===== config.mk =====
export PLATFORM = sky130hd
export DESIGN_NAME = lrmp_modred
export DESIGN_NICKNAME = d
export VERILOG_FILES = /design/src/rtl/lrmp_pkg.sv /design/src/rtl/lrmp_modred.sv
export SDC_FILE = /design/constraint.sdc
export NUM_CORES = 1
export LEC_CHECK = 0
export ABC_AREA = 0
export BUFFER_PORTS_ARGS = -buffer_cell sky130_fd_sc_hd__buf_2
export CAP_MARGIN = 40
export CORE_MARGIN = 2
export CORE_UTILIZATION = 40
export CTS_CLUSTER_SIZE = 14
export DETAILED_ROUTE_END_ITERATION = 16
export SETUP_SLACK_MARGIN = 0.3
export SYNTH_ARGS = -nofsm -noshare
export SYNTH_HDL_FRONTEND = slang
export SYNTH_SLANG_ARGS = --single-unit

===== constraint.sdc =====
create_clock -name clk -period 4.7 [get_ports clk]
set_clock_uncertainty 0.1 [all_clocks]
set_input_delay 0.47 -clock clk [delete_from_list [all_inputs] [get_ports clk]]
set_output_delay 0.47 -clock clk [all_outputs]
set_load 0.03 [all_outputs]

===== src/rtl/lrmp_pkg.sv =====
// ----------------------------------------------------------------------------
// lrmp_pkg
// Shared constants, types and address helpers for the matrix power block.
// ----------------------------------------------------------------------------
package lrmp_pkg;

  localparam int ORDER     = 10;
  localparam int LAST_SEED = 9;
  localparam int MEM_DEPTH = 3 * ORDER * ORDER;
  localparam int AW        = $clog2(MEM_DEPTH);
  localparam int ACC_W     = 36;

  // Matrix regions in the shared store.
  localparam logic [AW-1:0] BASE_B = AW'(0);
  localparam logic [AW-1:0] BASE_A = AW'(ORDER * ORDER);
  localparam logic [AW-1:0] BASE_T = AW'(2 * ORDER * ORDER);

  typedef struct packed {
    logic          en;
    logic [AW-1:0] addr;
    logic [15:0]   data;
  } wr_t;

  function automatic logic [AW-1:0] mat_addr(logic [AW-1:0] base, logic [3:0] r,
                                             logic [3:0] c);
    logic [AW-1:0] rr;
    rr = AW'(r);
    return base + (rr << 3) + (rr << 1) + AW'(c);
  endfunction

endpackage


===== src/rtl/lrmp_modred.sv =====
// ----------------------------------------------------------------------------
// lrmp_modred
// Restoring remainder unit: one dividend bit per cycle.
// ----------------------------------------------------------------------------
module lrmp_modred
  import lrmp_pkg::*;
(
  input  logic             clk,
  input  logic             rst,
  input  logic             start,
  input  logic [ACC_W-1:0] dividend,
  input  logic [15:0]      modulus,
  output logic             done,
  output logic [15:0]      remainder
);

  logic [ACC_W-1:0] dvd;
  logic [15:0]      rem;
  logic [15:0]      m;
  logic [5:0]       cnt;
  logic             busy;
  logic [16:0]      trial;

  assign trial     = {rem, dvd[ACC_W-1]};
  assign remainder = rem;

  always_ff @(posedge clk) begin
    if (rst) begin
      busy <= 1'b0;
      done <= 1'b0;
      cnt  <= '0;
    end else begin
      done <= 1'b0;
      if (start) begin
        busy <= 1'b1;
        cnt  <= 6'(ACC_W);
        dvd  <= dividend;
        rem  <= '0;
        m    <= modulus;
      end else if (busy) begin
        dvd <= dvd << 1;
        if (trial >= {1'b0, m}) begin
          rem <= 16'(trial - {1'b0, m});
        end else begin
          rem <= trial[15:0];
        end
        cnt <= cnt - 6'd1;
        if (cnt == 6'd1) begin
          busy <= 1'b0;
          done <= 1'b1;
        end
      end
    end
  end

endmodule


Word level (Yosys, flattened, before mapping)
Cells that the tools add are included.

word-level totals
  bits of input ports = 55
  output and inout bits = 17
  logic and storage cells = 28
  register bits after elaboration = 76

operators by class
  reduce and logical (&&, ||, !) cells = 5
  add/subtract/negate cells = 2
  eq/ne operators = 1
  multiplexer cells = 10
  bitwise gates (word level) = 2
  order comparisons = 1

operators by type and width
  operator                                                            number
  36-bit two-way mux                                                  2
  16-bit two-way mux                                                  2
  17-bit by 16-bit >= comparator with 1-bit output                    1
  16-bit subtractor                                                   1
  6-bit two-way mux                                                   2
  6-bit by 1-bit == test with 1-bit output, second input constant     1
  6-bit by 1-bit subtractor with 6-bit output, second input constant  1
  1-bit two-way mux                                                   4
  2-bit AND reduction                                                 2
  3-bit OR reduction                                                  1
  1-bit NOT                                                           2
  2-bit nonzero test                                                  1
  2-bit OR reduction                                                  1

Logic depth before layout (Yosys ltp)
  depth after elaboration = 4
  mapped depth = 10
  depth with buffers taken out = 10

Least setup slack after synthesis
OpenSTA, ideal clock, no wires.

  kind = input -> register
  from = input port start
  to = register dvd[0], enable pin
  path buffers = 2
  setup slack = 0.953 ns
  data arrival time = 3.186 ns
  required time = 4.138 ns
  setup time = 0.462 ns
  cell stages on the path = 4
  path through = clkbuf_1 > buf_6 > nor2_1 > nor2_1

on the way
  longest elaborated chain between the ends = 2

ends and longest elaborated chain
  element                        RTL line           source
  start: declaration             lrmp_modred.sv:10  input logic start,
  2-bit nonzero test (no line)   n/a
  2-bit AND reduction (no line)  n/a
  end signal: assignment         lrmp_modred.sv:37  dvd <= dividend;
  end signal: assignment         lrmp_modred.sv:41  dvd <= dvd << 1;
  end: declaration               lrmp_modred.sv:17  logic [ACC_W-1:0] dvd;

No other way between the ends.
A chain may end at the register's enable or synchronous reset.

Final worst setup path
  from = register rem[0] (netlist: remainder[0])
  to = register rem[0] (netlist: remainder[0]) (data pin)

on the way
  longest elaborated chain between the ends = 3

ends and longest elaborated chain
  element                                           RTL line           source
  start: declaration                                lrmp_modred.sv:18  logic [15:0] rem;
  start signal: assignment                          lrmp_modred.sv:43  rem <= 16'(trial - {1'b0, m});
  start signal: assignment                          lrmp_modred.sv:45  rem <= trial[15:0];
  17-bit by 16-bit >= comparator with 1-bit output  lrmp_modred.sv:42  if (trial >= {1'b0, m}) begin
  16-bit two-way mux                                lrmp_modred.sv:42
  16-bit two-way mux                                lrmp_modred.sv:40  end else if (busy) begin

No other way between the ends. The select of a mux whose other input is x is not followed.

==> metrics.md <==
| Metric | Value |
|---|---|
| Outcome | `completed` |
| Syn nets | `410` |
| Routed wl met3 | `610 um` |
| Slew @ Worst Pin | `840 ps` |
| Post-Syn Area | `4100 um^2` |
| RSZ-0062 raised after global routing | `false` |
| Hold path cells | `1` |
| CP required | `4770 ps` |
| Die Span Y | `105 um` |
| Initial Util | `41.5%` |
| Vias per cell | `5.16` |
| Post_cts resized | `0` |
| Port Buffers | `71` |
| First-pass iteration count of the detailed router | `4` |
| # setup viols final | `0` |
| Met1 wire length | `3720 um` |
| Vias in the first global route | `2,964` |
| Area of the core | `9860 um^2` |
| Die area | `11,100 um^2` |
| Max layer used | `met4` |
| Maxcap violations | `0` |
| Routed Antenna Nets | `0` |
| Vias | `2,833` |
| Crit path kind | `flop to flop` |
| Slew Viols, Final | `0` |
| Synth Area per Inst | `12.2 um^2` |
| Residual DRC | `0` |
| Routed wire length per instance | `15.6 um` |
| Seq/Total Area, Yosys | `53.8%` |
| Fin nets | `485` |
| Setup repair bufs after CTS | `0` |
| Min cycle time layout | `2850 ps` |
| Warning count from the yosys run | `0` |
| Final Hold Violating Endpoints | `0` |
| Setup TNS Final | `0 ps` |
| Hold Path Class | `primary input to flop` |
| Worst setup SP type | `flop` |
| FMAX | `0.351 GHz` |
| Max clock buf depth | `2` |
| Overflow after GRT | `0` |
| Cell variety after synth | `55` |
| Share of cells above drive strength 1 | `33.2%` |
| Path depth of the worst reg2reg path | `7` |
| # fillers | `917` |
| Critical path endpoint category | `flop` |
| Critical Path AT | `2920 ps` |
| CTS tree | `done` |
| CTS buffer count | `9` |
| Post-DP HPWL | `6000 um` |
| DIE WIDTH | `105 um` |
| CTS root buf | `clkbuf_8` |
| Finished Core Util | `48.5%` |
| Worst VDD drop | `0.211 mV` |
| Worst slew margin | `43.9%` |
| Ys async rst share | `0%` |
| Initial antenna violation count | `0` |
| #FFs+latches synth | `76` |
| Clock-pin slew on the worst setup and hold paths | `90 ps` |
| Met2 routed WL | `4070 um` |
| Row count | `36` |
| Initial drt markers | `119` |
| Drt total wl | `8540 um` |
| First-pass GRT wire length | `14,400 um` |
| # hold bufs at CTS | `0` |
| N_diodes | `0` |
| Most common cell after layout, fill and taps aside | `buf_2` |
| WHS | `169 ps` |
| Most used DFF post-synth | `edfxtp_1` |
| Sinks on Clock Net | `76` |
| Final GP Congestion | `0.835` |
| Worst skew pair latency | `370 ps` |
| Crit-path max FO | `13` |
| Area growth from synthesis to layout | `16.8%` |
| Tcrit/Tclk final | `60.6%` |
| GRT Util Overall | `16.7%` |
| # IOs | `72` |
| Pwr Total | `1.73 mW` |
| H-Tree Depth | `3` |
| Synth Instances | `336` |
| Most frequent cells in the layout | `71 x buf_2, 68 x edfxtp_1, 35 x mux2_2` |
| Largest net degree at the start of global routing | `41` |
| PwrDens | `361 nW/um^2` |
| EDFF count, synth | `68` |
| P_leak | `1.90 nW` |
-- path summary, 6_finish.rpt --
check,start,to,slack [ps]
worst min register to register,cnt[1],cnt[1],400
worst min-delay path,modulus[6],m[6],170
worst max register to register,remainder[0],remainder[0],1850
worst max-delay path,remainder[0],remainder[0],1850
-- power by group --
part	switching, mW	internal (mW)
Clock	0.262	0.251
Sequential	0.0247	0.799
Combinational	0.226	0.164
-- cells in the mapped netlist (4+ instances only) --
| library cell | number | share of area (%) |
|---|---|---|
| a21oi_1 | 23 | 2.8 |
| edfxtp_1 | 68 | 50 |
| mux2i_1 | 4 | 0.98 |
| nor2_1 | 17 | 1.6 |
| nor3_1 | 9 | 1.1 |
| mux2_2 | 35 | 9.6 |
| a21o_1 | 5 | 0.92 |
| xnor2_1 | 8 | 1.7 |
| dfxtp_1 | 8 | 3.9 |
| a211oi_1 | 7 | 1.3 |
| nand2_1 | 15 | 1.4 |
| clkbuf_1 | 5 | 0.46 |
| o21ai_0 | 12 | 1.5 |
| o211ai_1 | 6 | 1.1 |
| nand3_1 | 12 | 1.5 |
| ha_1 | 18 | 5.5 |
| inv_1 | 23 | 2.1 |
-- state kept, by name (all words and copies together), names as in the netlist --
signal / flops
m: 16
remainder: 16
done: 1
cnt: 6
busy: 1
dvd: 36
-- through the flow --
step                setup WS [ps]  instances  instance area [um^2]
floorplan                     953        336                  4100
global placement             1960        533                  4580
detailed placement           1890        533                  4580
CTS                          1850        549                  4780
global route                 1660        549                  4780
finish                       1850        549                  4780
-- kinds of logic after synthesis --
logic type	count (synthesis)	synth area share (%)
buffers and inverters	34	3.82
DFF	76	53.8
and+or+nand+nor	74	9.56
xor gates and xnor gates	11	2.35
AOI/OAI and AO/OA	83	13.9
adders and majority gates	19	5.99
muxes	39	10.6
-- worst max-delay path, stage by stage (launching register included) --
cell and delay (ps):
edfxtp_1 470, ha_1 340, nor2b_1 170, o31ai_2 330, a21oi_4 120, o21ai_2 520
nand2_1 250, a211oi_1 350
-- routing by layer --
layer | vias up | track usage (%)
met5 | - | 0
met4 | 0 | 6.00
met3 | 11 | 5.93
met2 | 68 | 27.2
met1 | 1331 | 20.3
li1 | 1423 | -
-- layout make-up --
class                           count  area [um^2]  share of cell area (%)
Timing Repair Buffer               75          385                    8.05
Inverter                           23         86.3                    1.80
Multi-Input combinational cell    226         1740                    36.5
Tap cell                          133          166                    3.48
Clock buffer                       10          128                    2.67
Sequential cell                    76         2200                    46.0
Clock inverter                      6         72.6                    1.52
Note: power is estimated with default switching activity, not from simulation.
